### config.mk
export PLATFORM = sky130hd
export DESIGN_NAME = euler_camera_basis_update
export DESIGN_NICKNAME = d
export VERILOG_FILES = /design/src/design/ecbu_pkg.sv /design/src/design/ecbu_ctrl.sv /design/src/design/ecbu_datapath.sv /design/src/design/euler_camera_basis_update.sv
export SDC_FILE = /design/constraint.sdc
export NUM_CORES = 2
export LEC_CHECK = 0
export ABC_CLOCK_PERIOD_IN_PS = 10700
export BUFFER_PORTS_ARGS = -buffer_cell sky130_fd_sc_hd__buf_2
export CORE_MARGIN = 5
export CORE_UTILIZATION = 55
export DETAILED_ROUTE_END_ITERATION = 10
export GPL_ROUTABILITY_DRIVEN = 0
export PLACE_DENSITY_LB_ADDON = 0.08
export SETUP_SLACK_MARGIN = 0.1
export SLEW_MARGIN = 0
export SYNTH_ARGS = -nofsm -noshare
export SYNTH_HDL_FRONTEND = slang
export SYNTH_SLANG_ARGS = --single-unit
### constraint.sdc
create_clock -name clk_i -period 10.7 [get_ports clk_i]
set_clock_uncertainty 0.05 [all_clocks]
set_input_delay 1.07 -clock clk_i [delete_from_list [all_inputs] [get_ports clk_i]]
set_output_delay 1.07 -clock clk_i [all_outputs]
set_load 0.03 [all_outputs]
### src/design/ecbu_pkg.sv
// shared types, constants and tables for the euler camera basis update block
package ecbu_pkg;

  localparam int VecFracBits   = 14;
  localparam int AngleFracBits = 6;
  localparam int CordicSteps   = 16;

  localparam int DegFrac  = 20;
  localparam int TableLen = 24;
  localparam int CordW    = 34;
  localparam int AngW     = 32;

  localparam logic [2:0] FuncRotate  = 3'd0;
  localparam logic [2:0] FuncForward = 3'd1;
  localparam logic [2:0] FuncBack    = 3'd2;
  localparam logic [2:0] FuncLeft    = 3'd3;
  localparam logic [2:0] FuncRight   = 3'd4;

  localparam logic signed [CordW-1:0] CordicX0 = 34'sd652032874;

  // datapath commands from the controller
  typedef struct packed {
    logic       load_item;
    logic       do_move;
    logic       cordic_start_yaw;
    logic       cordic_start_pitch;
    logic       cordic_step;
    logic       cordic_finish;
    logic [2:0] mul_sel;
  } cmd_t;

  typedef struct packed {
    logic       cordic_last;
  } sts_t;

  function automatic logic signed [AngW-1:0] atan_deg(input logic [4:0] idx);
    logic signed [AngW-1:0] r;
    begin
      case (idx)
        5'd0:  r = 32'sd47185920;
        5'd1:  r = 32'sd27855475;
        5'd2:  r = 32'sd14718068;
        5'd3:  r = 32'sd7471121;
        5'd4:  r = 32'sd3750058;
        5'd5:  r = 32'sd1876857;
        5'd6:  r = 32'sd938658;
        5'd7:  r = 32'sd469357;
        5'd8:  r = 32'sd234682;
        5'd9:  r = 32'sd117342;
        5'd10: r = 32'sd58671;
        5'd11: r = 32'sd29335;
        5'd12: r = 32'sd14668;
        5'd13: r = 32'sd7334;
        5'd14: r = 32'sd3667;
        5'd15: r = 32'sd1833;
        5'd16: r = 32'sd917;
        5'd17: r = 32'sd458;
        5'd18: r = 32'sd229;
        5'd19: r = 32'sd115;
        5'd20: r = 32'sd57;
        5'd21: r = 32'sd29;
        5'd22: r = 32'sd14;
        5'd23: r = 32'sd7;
        default: r = '0;
      endcase
      return r;
    end
  endfunction

endpackage

### src/design/ecbu_ctrl.sv
// controller state machine sequencing moves, two cordic runs and basis products
module ecbu_ctrl (
  input  logic              clk_i,
  input  logic              rst_ni,
  input  logic              in_valid_i,
  output logic              in_ready_o,
  input  logic [2:0]        func_i,
  output logic              out_valid_o,
  input  logic              out_ready_i,
  input  ecbu_pkg::sts_t    sts_i,
  output ecbu_pkg::cmd_t    cmd_o
);

  localparam logic [2:0] StIdle  = 3'd0;
  localparam logic [2:0] StYaw   = 3'd1;
  localparam logic [2:0] StPitch = 3'd2;
  localparam logic [2:0] StMul   = 3'd3;
  localparam logic [2:0] StOut   = 3'd4;

  logic [2:0] state_q, state_d;
  logic [2:0] msel_q, msel_d;
  logic       acc;

  assign in_ready_o  = (state_q == StIdle);
  assign out_valid_o = (state_q == StOut);
  assign acc         = in_valid_i && in_ready_o;

  always_comb begin
    state_d = state_q;
    msel_d  = msel_q;
    cmd_o   = '0;
    cmd_o.mul_sel = msel_q;
    case (state_q)
      StIdle: begin
        if (acc) begin
          cmd_o.load_item = 1'b1;
          if (func_i == ecbu_pkg::FuncRotate) begin
            state_d = StYaw;
          end else begin
            cmd_o.do_move = 1'b1;
            state_d = StOut;
          end
        end
      end
      StYaw: begin
        cmd_o.cordic_start_yaw = 1'b1;
        state_d = StPitch;
        msel_d  = 3'd0;
      end
      StPitch: begin
        if (msel_q == 3'd0) begin
          cmd_o.cordic_step = 1'b1;
          if (sts_i.cordic_last) begin
            msel_d = 3'd1;
          end
        end else if (msel_q == 3'd1) begin
          cmd_o.cordic_finish = 1'b1;
          msel_d = 3'd2;
        end else if (msel_q == 3'd2) begin
          cmd_o.cordic_start_pitch = 1'b1;
          msel_d = 3'd3;
        end else if (msel_q == 3'd3) begin
          cmd_o.cordic_step = 1'b1;
          if (sts_i.cordic_last) begin
            msel_d = 3'd4;
          end
        end else begin
          cmd_o.cordic_finish = 1'b1;
          msel_d  = 3'd0;
          state_d = StMul;
        end
      end
      StMul: begin
        if (msel_q == 3'd3) begin
          msel_d  = 3'd0;
          state_d = StOut;
        end else begin
          msel_d = msel_q + 3'd1;
        end
      end
      StOut: begin
        if (out_ready_i) begin
          state_d = StIdle;
        end
      end
      default: state_d = StIdle;
    endcase
  end

  always_ff @(posedge clk_i or negedge rst_ni) begin
    if (!rst_ni) begin
      state_q <= StIdle;
      msel_q  <= 3'd0;
    end else begin
      state_q <= state_d;
      msel_q  <= msel_d;
    end
  end

endmodule

### src/design/ecbu_datapath.sv
// datapath: angle state, shared cordic unit, product unit and position adders
module ecbu_datapath #(
  parameter int VEC_FRAC_BITS   = ecbu_pkg::VecFracBits,
  parameter int ANGLE_FRAC_BITS = ecbu_pkg::AngleFracBits,
  parameter int CORDIC_STEPS    = ecbu_pkg::CordicSteps
) (
  input  logic                clk_i,
  input  logic                rst_ni,
  input  ecbu_pkg::cmd_t      cmd_i,
  output ecbu_pkg::sts_t      sts_o,
  input  logic [2:0]          func_i,
  input  logic signed [15:0]  yaw_delta_i,
  input  logic signed [15:0]  pitch_delta_i,
  output logic signed [31:0]  pos_x_o,
  output logic signed [31:0]  pos_y_o,
  output logic signed [31:0]  pos_z_o,
  output logic signed [15:0]  fwd_x_o,
  output logic signed [15:0]  fwd_y_o,
  output logic signed [15:0]  fwd_z_o,
  output logic signed [15:0]  right_x_o,
  output logic signed [15:0]  right_z_o,
  output logic signed [15:0]  up_x_o,
  output logic signed [15:0]  up_y_o,
  output logic signed [15:0]  up_z_o,
  output logic signed [15:0]  heading_o
);

  localparam int CW = ecbu_pkg::CordW;
  localparam int AW = ecbu_pkg::AngW;
  localparam int VW = VEC_FRAC_BITS + 2;
  localparam int Steps = (CORDIC_STEPS < ecbu_pkg::TableLen) ? CORDIC_STEPS
                                                             : ecbu_pkg::TableLen;
  localparam int RShift = 30 - VEC_FRAC_BITS;
  localparam logic signed [AW-1:0] DegUnit = AW'(64'sd1 <<< ecbu_pkg::DegFrac);
  localparam logic signed [17:0] YLim = 18'(360 * (1 << ANGLE_FRAC_BITS));
  localparam logic signed [17:0] PLim = 18'(60 * (1 << ANGLE_FRAC_BITS));
  localparam logic signed [VW-1:0] OneV = VW'(1 << VEC_FRAC_BITS);
  localparam logic signed [CW-1:0] RHalf = CW'(64'sd1 <<< (RShift - 1));

  logic signed [17:0] yaw_q, pitch_q;
  logic signed [17:0] ysum, psum;
  logic signed [31:0] pos_q [3];
  logic signed [VW-1:0] fwd_q [3];
  logic signed [VW-1:0] rgt_q [2];
  logic signed [VW-1:0] up_q [3];
  logic signed [VW-1:0] cy_q, sy_q, cp_q, sp_q;

  logic signed [CW-1:0] cx_q, cyv_q;
  logic signed [AW-1:0] ca_q;
  logic                 cneg_q;
  logic [4:0]           cstep_q;

  assign ysum = yaw_q + 18'(yaw_delta_i);
  assign psum = pitch_q + 18'(pitch_delta_i);
  assign sts_o.cordic_last = (cstep_q == 5'(Steps - 1));

  // angle reduction into [-90,90] degrees
  function automatic logic [AW:0] reduce(input logic signed [17:0] ang);
    logic signed [AW-1:0] a;
    logic n;
    begin
      a = AW'(ang) <<< (ecbu_pkg::DegFrac - ANGLE_FRAC_BITS);
      n = 1'b0;
      if (a > 180 * DegUnit) a = a - 360 * DegUnit;
      if (a < -180 * DegUnit) a = a + 360 * DegUnit;
      if (a > 90 * DegUnit) begin
        a = a - 180 * DegUnit;
        n = 1'b1;
      end else if (a < -90 * DegUnit) begin
        a = a + 180 * DegUnit;
        n = 1'b1;
      end
      return {n, a};
    end
  endfunction

  function automatic logic signed [VW-1:0] fin(input logic signed [CW-1:0] v);
    logic signed [CW-1:0] r;
    begin
      r = (v + RHalf) >>> RShift;
      if (r > CW'(OneV)) r = CW'(OneV);
      if (r < -CW'(OneV)) r = -CW'(OneV);
      return VW'(r);
    end
  endfunction

  logic [AW:0] red_y, red_p;
  assign red_y = reduce(yaw_q);
  assign red_p = reduce(pitch_q);

  logic signed [CW-1:0] fx, fy;
  assign fx = cneg_q ? -cx_q : cx_q;
  assign fy = cneg_q ? -cyv_q : cyv_q;

  // product unit, one product per cycle
  logic signed [VW-1:0] ma, mb;
  logic signed [2*VW-1:0] prod;
  logic signed [VW-1:0] prod_r;
  always_comb begin
    case (cmd_i.mul_sel)
      3'd0: begin ma = cy_q; mb = cp_q; end
      3'd1: begin ma = sy_q; mb = cp_q; end
      3'd2: begin ma = cy_q; mb = sp_q; end
      default: begin ma = sy_q; mb = sp_q; end
    endcase
    prod   = ma * mb;
    prod_r = VW'((prod + (2*VW)'(1 << (VEC_FRAC_BITS - 1))) >>> VEC_FRAC_BITS);
  end

  logic signed [VW-1:0] mvec [3];
  logic [2:0]           mmask;
  always_comb begin
    mvec[0] = '0; mvec[1] = '0; mvec[2] = '0; mmask = 3'b000;
    case (func_i)
      ecbu_pkg::FuncForward: begin
        mvec[0] = fwd_q[0]; mvec[1] = fwd_q[1]; mvec[2] = fwd_q[2]; mmask = 3'b111;
      end
      ecbu_pkg::FuncBack: begin
        mvec[0] = -fwd_q[0]; mvec[1] = -fwd_q[1]; mvec[2] = -fwd_q[2]; mmask = 3'b111;
      end
      ecbu_pkg::FuncLeft: begin
        mvec[0] = -rgt_q[0]; mvec[2] = -rgt_q[1]; mmask = 3'b101;
      end
      ecbu_pkg::FuncRight: begin
        mvec[0] = rgt_q[0]; mvec[2] = rgt_q[1]; mmask = 3'b101;
      end
      default: mmask = 3'b000;
    endcase
  end

  logic signed [32:0] psum_v [3];
  for (genvar k = 0; k < 3; k++) begin : g_sum
    assign psum_v[k] = 33'(pos_q[k]) + 33'(mvec[k]);
  end

  always_ff @(posedge clk_i or negedge rst_ni) begin
    if (!rst_ni) begin
      yaw_q    <= 18'(90 * (1 << ANGLE_FRAC_BITS));
      pitch_q  <= '0;
      pos_q[0] <= '0;
      pos_q[1] <= '0;
      pos_q[2] <= 32'(-6 * (1 << VEC_FRAC_BITS));
      cstep_q  <= '0;
    end else begin
      if (cmd_i.load_item && func_i == ecbu_pkg::FuncRotate) begin
        yaw_q   <= (ysum > YLim) ? YLim : ((ysum < -YLim) ? -YLim : ysum);
        pitch_q <= (psum > PLim) ? PLim : ((psum < -PLim) ? -PLim : psum);
      end
      if (cmd_i.do_move) begin
        for (int k = 0; k < 3; k++) begin
          if (mmask[k]) begin
            if (psum_v[k] > 33'sh0_7FFF_FFFF) pos_q[k] <= 32'sh7FFF_FFFF;
            else if (psum_v[k] < -33'sh0_8000_0000) pos_q[k] <= 32'sh8000_0000;
            else pos_q[k] <= psum_v[k][31:0];
          end
        end
      end
      if (cmd_i.cordic_start_yaw || cmd_i.cordic_start_pitch) begin
        cstep_q <= '0;
      end else if (cmd_i.cordic_step) begin
        cstep_q <= cstep_q + 5'd1;
      end
    end
  end

  // cordic and sine/cosine registers
  logic mul_phase_q;
  always_ff @(posedge clk_i) begin
    if (cmd_i.cordic_start_yaw || cmd_i.cordic_start_pitch) begin
      cx_q   <= ecbu_pkg::CordicX0;
      cyv_q  <= '0;
      ca_q   <= cmd_i.cordic_start_yaw ? red_y[AW-1:0] : red_p[AW-1:0];
      cneg_q <= cmd_i.cordic_start_yaw ? red_y[AW] : red_p[AW];
      mul_phase_q <= cmd_i.cordic_start_pitch;
    end else if (cmd_i.cordic_step) begin
      if (!ca_q[AW-1]) begin
        cx_q  <= cx_q - (cyv_q >>> cstep_q);
        cyv_q <= cyv_q + (cx_q >>> cstep_q);
        ca_q  <= ca_q - ecbu_pkg::atan_deg(cstep_q);
      end else begin
        cx_q  <= cx_q + (cyv_q >>> cstep_q);
        cyv_q <= cyv_q - (cx_q >>> cstep_q);
        ca_q  <= ca_q + ecbu_pkg::atan_deg(cstep_q);
      end
    end else if (cmd_i.cordic_finish) begin
      if (!mul_phase_q) begin
        cy_q <= fin(fx);
        sy_q <= fin(fy);
      end else begin
        cp_q <= fin(fx);
        sp_q <= fin(fy);
      end
    end
  end

  // basis vectors written by the controller's product sequence
  logic mrun_q;
  always_ff @(posedge clk_i or negedge rst_ni) begin
    if (!rst_ni) begin
      mrun_q <= 1'b0;
    end else begin
      mrun_q <= cmd_i.cordic_finish && mul_phase_q;
    end
  end

  logic mul_active_q;
  always_ff @(posedge clk_i or negedge rst_ni) begin
    if (!rst_ni) begin
      mul_active_q <= 1'b0;
    end else if (mrun_q) begin
      mul_active_q <= 1'b1;
    end else if (mul_active_q && cmd_i.mul_sel == 3'd3) begin
      mul_active_q <= 1'b0;
    end
  end

  always_ff @(posedge clk_i or negedge rst_ni) begin
    if (!rst_ni) begin
      fwd_q[0] <= '0;
      fwd_q[1] <= '0;
      fwd_q[2] <= OneV;
      rgt_q[0] <= -OneV;
      rgt_q[1] <= '0;
      up_q[0]  <= '0;
      up_q[1]  <= OneV;
      up_q[2]  <= '0;
    end else if (mrun_q || mul_active_q) begin
      case (cmd_i.mul_sel)
        3'd0: fwd_q[0] <= prod_r;
        3'd1: fwd_q[2] <= prod_r;
        3'd2: up_q[0]  <= -prod_r;
        default: up_q[2] <= -prod_r;
      endcase
      fwd_q[1] <= sp_q;
      up_q[1]  <= cp_q;
      rgt_q[0] <= -sy_q;
      rgt_q[1] <= cy_q;
    end
  end

  assign pos_x_o   = pos_q[0];
  assign pos_y_o   = pos_q[1];
  assign pos_z_o   = pos_q[2];
  assign fwd_x_o   = 16'(fwd_q[0]);
  assign fwd_y_o   = 16'(fwd_q[1]);
  assign fwd_z_o   = 16'(fwd_q[2]);
  assign right_x_o = 16'(rgt_q[0]);
  assign right_z_o = 16'(rgt_q[1]);
  assign up_x_o    = 16'(up_q[0]);
  assign up_y_o    = 16'(up_q[1]);
  assign up_z_o    = 16'(up_q[2]);
  assign heading_o = 16'(yaw_q);

endmodule

### src/design/euler_camera_basis_update.sv
// top level of the euler camera basis update block
// Usage: one input channel (func, yaw_delta, pitch_delta) and one result
// channel (position, forward, right, up, heading), both valid/ready.
// Each transfer in gives exactly one transfer out holding the state after
// the update. Move items (forward, back, left, right) and unknown codes
// show the result valid the cycle after the input transfer. A rotate
// item runs the shared cordic unit twice, once for yaw and once for
// pitch, each with a set-up step, CORDIC_STEPS iterations (at most 24)
// and a rounding step, then forms four products through one multiplier.
// One item is in flight at a time; the input is ready again the cycle
// after the result transfer. The result stays held while the receiver
// stalls. Reset sets yaw to ninety degrees, pitch zero, position
// (0, 0, -6.0) and the matching basis.
module euler_camera_basis_update #(
  parameter int VEC_FRAC_BITS   = ecbu_pkg::VecFracBits,
  parameter int ANGLE_FRAC_BITS = ecbu_pkg::AngleFracBits,
  parameter int CORDIC_STEPS    = ecbu_pkg::CordicSteps
) (
  input  logic               clk_i,
  input  logic               rst_ni,
  input  logic               in_valid_i,
  output logic               in_ready_o,
  input  logic [2:0]         func_i,
  input  logic signed [15:0] yaw_delta_i,
  input  logic signed [15:0] pitch_delta_i,
  output logic               out_valid_o,
  input  logic               out_ready_i,
  output logic signed [31:0] pos_x_o,
  output logic signed [31:0] pos_y_o,
  output logic signed [31:0] pos_z_o,
  output logic signed [15:0] fwd_x_o,
  output logic signed [15:0] fwd_y_o,
  output logic signed [15:0] fwd_z_o,
  output logic signed [15:0] right_x_o,
  output logic signed [15:0] right_z_o,
  output logic signed [15:0] up_x_o,
  output logic signed [15:0] up_y_o,
  output logic signed [15:0] up_z_o,
  output logic signed [15:0] heading_o
);

  ecbu_pkg::cmd_t cmd;
  ecbu_pkg::sts_t sts;

  ecbu_ctrl u_ctrl (
    .clk_i       (clk_i),
    .rst_ni      (rst_ni),
    .in_valid_i  (in_valid_i),
    .in_ready_o  (in_ready_o),
    .func_i      (func_i),
    .out_valid_o (out_valid_o),
    .out_ready_i (out_ready_i),
    .sts_i       (sts),
    .cmd_o       (cmd)
  );

  ecbu_datapath #(
    .VEC_FRAC_BITS   (VEC_FRAC_BITS),
    .ANGLE_FRAC_BITS (ANGLE_FRAC_BITS),
    .CORDIC_STEPS    (CORDIC_STEPS)
  ) u_dp (
    .clk_i         (clk_i),
    .rst_ni        (rst_ni),
    .cmd_i         (cmd),
    .sts_o         (sts),
    .func_i        (func_i),
    .yaw_delta_i   (yaw_delta_i),
    .pitch_delta_i (pitch_delta_i),
    .pos_x_o       (pos_x_o),
    .pos_y_o       (pos_y_o),
    .pos_z_o       (pos_z_o),
    .fwd_x_o       (fwd_x_o),
    .fwd_y_o       (fwd_y_o),
    .fwd_z_o       (fwd_z_o),
    .right_x_o     (right_x_o),
    .right_z_o     (right_z_o),
    .up_x_o        (up_x_o),
    .up_y_o        (up_y_o),
    .up_z_o        (up_z_o),
    .heading_o     (heading_o)
  );

endmodule

==> summary.md <==
| Metric | Value |
|---|---|
| WHS | ~320 ps |
| Site row count | between 100 and 150 |
| Register bit total from synthesis | 439 |
| Post-synth ARST share | 0.6219 |
| DRC Markers | 0 |
| Routed via count | 45052 |
| CP Max Fanout | 23 |
| Max incr delay on CP | between 800 and 900 ps |
| CTS tree | yes |
| Core ar. | 0.09152 mm² |
| Maximum clock rate | between 100 and 150 MHz |
| Hold Fails Final Rpt | 0 |
| Critical path class | flip-flop to flip-flop |
| CTS sink cnt | 439 |
| Clock slew at reported path FFs | 60 ps |
| DRT Pass-1 Iters | 6 |
| HP Class | primary input to asynchronous set/reset pin |
| Final #Nets | approximately 6700 |
| H-Tree Depth | 2 |
| HPWL Detailed | 119900 µm |
| ANT nets after route | 0 |
| Total track usage | 0.3051 |
| Clk_lat worst skew | 670 ps |
| GRT Residual Overflow | 0 |
| Post-synth EDFFs | 98 |
| Worst Max-Slew Pin Slew | 1142 ps |
| Most area-consuming cells after synthesis | dfrtp_1 (12%), fa_1 (10%), ha_1 (8.4%) |
| DR WL/cell | 21.42 µm |
| Hold-fix buffers, CTS | 0 |
| Largest net degree at the start of global routing | 82 |
| Area leader, netlist | dfrtp_1 |
| Status | finished clean |
| Vias in the first global route | 42789 |
| Slew HR | 0.2383 |
| Post-Synthesis Cells | between 5000 and 6000 |
| CTS max path bufs | 3 |
| Die width | 313.4 µm |
| Reg2reg setup slack | between 900 and 1000 ps |
| RSZ-0062 raised after global routing | no |
| Area Growth Syn to Fin | 7.700% |
| Final worst-path cycle share | 0.9137 |
| DIE AREA | 0.09820 mm² |
| Layout cells sized above 1 | 0.1270 |
| Via density | 6.213 |
| IO buf count | between 200 and 300 |
| Post-CTS Setup Bufs | 0 |
| Setup TNS | 0 ps |
| I/O Pins | 281 |
| CP endpoint kind | flip-flop |
| MaxCap Viol Count | 0 |
| CTS Buf Count | 53 |
| Slowest CP cell | mux2i_1 |
| Worst EP arrival | 10280 ps |
| Worst-case reg-to-reg path depth | 29 |
| Critical path required time | 11210 ps |
| First-pass GRT wire length | 242400 µm |
| Fin crit period | 9777 ps |
| Mapped Area | 0.05062 mm² |
| Filler cell count | 8212 |
| DIE HEIGHT | 313.4 µm |
| Syn Area/Cell | 8.526 µm² |
| Reg2reg end | u_dp.up_x_o[14] |
| Antenna violations before repair | 1 |
| Reg2reg start | u_ctrl.msel_q[1] |
| Final Core Density | 0.5956 |
| Ys Warns | 0 |
| Setup Viol. Count Final | 0 |
| Starting DRC count in detailed routing | slightly above 4000 |
| Slew Viols, Final | 0 |
| Register area share after synthesis | 0.2206 |
| Top FF cell, synth | dfrtp_1 |
| Startpoint Class | flip-flop |
| Starting density of the core | 0.5530 |
| Post-Syn Nets | 6571 |
| Final WL | around 160000 µm |
| CTS resizes | 0 |
| Synth cell types | roughly 110 |
| Clk root buf | clkbuf_16 |
| Yosys top cell area share | 0.1231 |
==> synth_stat cells (22+ instances only) <==
cell type    n
ha_1       339
a22o_1      22
and2_1      48
or3_1       72
mux4_2      76
a211oi_1    50
nor4_1      41
fa_1       256
o21ai_0    459
edfxtp_1    98
mux2_2     133
o31ai_1     57
nand2_1    615
nor3b_1     22
nor2_1     527
a31oi_1     62
dfstp_2     24
a21oi_1    348
xor2_1     171
nand3_1     91
clkbuf_1   236
xnor2_1    251
a21o_1      98
o22ai_1     36
buf_1       33
mux4_1      29
o21bai_1    33
or4_1       23
inv_1      430
nand2b_1    63
and3_1      48
nor3_1     147
a22oi_1     42
dfxtp_1     68
mux2i_1     81
o211ai_1    31
o21a_1      50
nand4_1     34
or2_2       44
nor2b_1     47
dfrtp_1    249
==> per-layer routing <==
metal | track usage | vias to the layer above | wire, µm
li1 | - | 21353 | -
met1 | 0.4079 | 21629 | 64610
met2 | 0.4963 | 1745 | 70980
met3 | 0.06058 | 325 | 12970
met4 | 0.1104 | 0 | 6721
met5 | 0 | - | 0
==> state kept, by name, indices dropped and copies added, names as in the netlist, 18 cells and up <==
name	count
u_dp.pos_x_o	32
u_dp.cyv_q	34
u_dp.yaw_q	18
u_dp.ca_q	32
u_dp.pitch_q	18
u_dp.pos_y_o	32
u_dp.cx_q	34
u_dp.pos_z_o	32
==> cells in the final DEF (no fill, tap or decap), drive strengths merged, types with 91 or more instances in the layout <==
| master | Yosys | final |
|---|---|---|
| mux4 | 105 | 105 |
| a21o | 98 | 98 |
| a21oi | 348 | 348 |
| nor3 | 148 | 148 |
| dfrtp | 249 | 249 |
| fa | 256 | 256 |
| nand3 | 91 | 91 |
| ha | 339 | 339 |
| xnor2 | 251 | 251 |
| xor2 | 171 | 171 |
| edfxtp | 98 | 98 |
| nand2 | 615 | 615 |
| inv | 433 | 440 |
| buf | 67 | 334 |
| mux2 | 134 | 134 |
| nor2 | 528 | 528 |
| o21ai | 466 | 466 |
==> through the flow <==
step | area (µm²) | std cells | setup slack, ps
2_1_floorplan | 50620 | 5937 | 1473
3_3_place_gp | 52720 | 7151 | 1409
3_5_place_dp | 52720 | 7151 | 1141
4_1_cts | 54510 | 7250 | 1087
5_1_grt | 54510 | 7251 | 484.0
6_report | 54510 | 7251 | 923.5
==> critical path: cells and delay by family (launching register included) <==
kind                       cells  cell delay, ps
adders and majority gates      8            3380
AOI/OAI and AO/OA              6            2810
and+or+nand+nor                6            1170
muxes                          2            1120
DFF                            1             470
xor gates and xnor gates       2             380
buffers and inverters          5             290
==> how the worst max path moves through the flow <==
stage,startpoint,end,slack [ps]
2_1_floorplan,u_ctrl.msel_q[1],u_dp.up_x_o[15],1470
3_3_place_gp,u_ctrl.msel_q[1],u_dp.up_x_o[15],1410
3_5_place_dp,u_ctrl.msel_q[1],u_dp.up_x_o[15],1140
4_1_cts,u_ctrl.msel_q[1],u_dp.up_x_o[15],1090
5_1_grt,u_ctrl.msel_q[1],u_dp.up_x_o[14],480
6_report,u_ctrl.msel_q[1],u_dp.up_x_o[14],920
==> cell type report <==
type	instances	area, µm²	share of cell area
timing repair buffer	334	1817	0.03333
tap	1186	1484	0.02722
clock inverter	29	312.8	0.005738
multi-input combinational	4754	36600	0.6714
sequential	439	11170	0.2050
antenna	1	2.502	0.00004590
inverter	438	1644	0.03016
clock buffer	70	1481	0.02718
==> cells by family after synthesis <==
kind of cell               Yosys count  share of synthesized area
AOI/OAI and AO/OA                 1522                     0.1915
muxes                              320                    0.09477
DFF                                439                     0.2206
xor gates and xnor gates           422                    0.07302
and+or+nand+nor                   1892                     0.1763
buffers and inverters              744                    0.05819
adders and majority gates          598                     0.1856
Power is not shown: default switching activity piles up to over one toggle a cycle in this logic, so the estimate is an artifact.
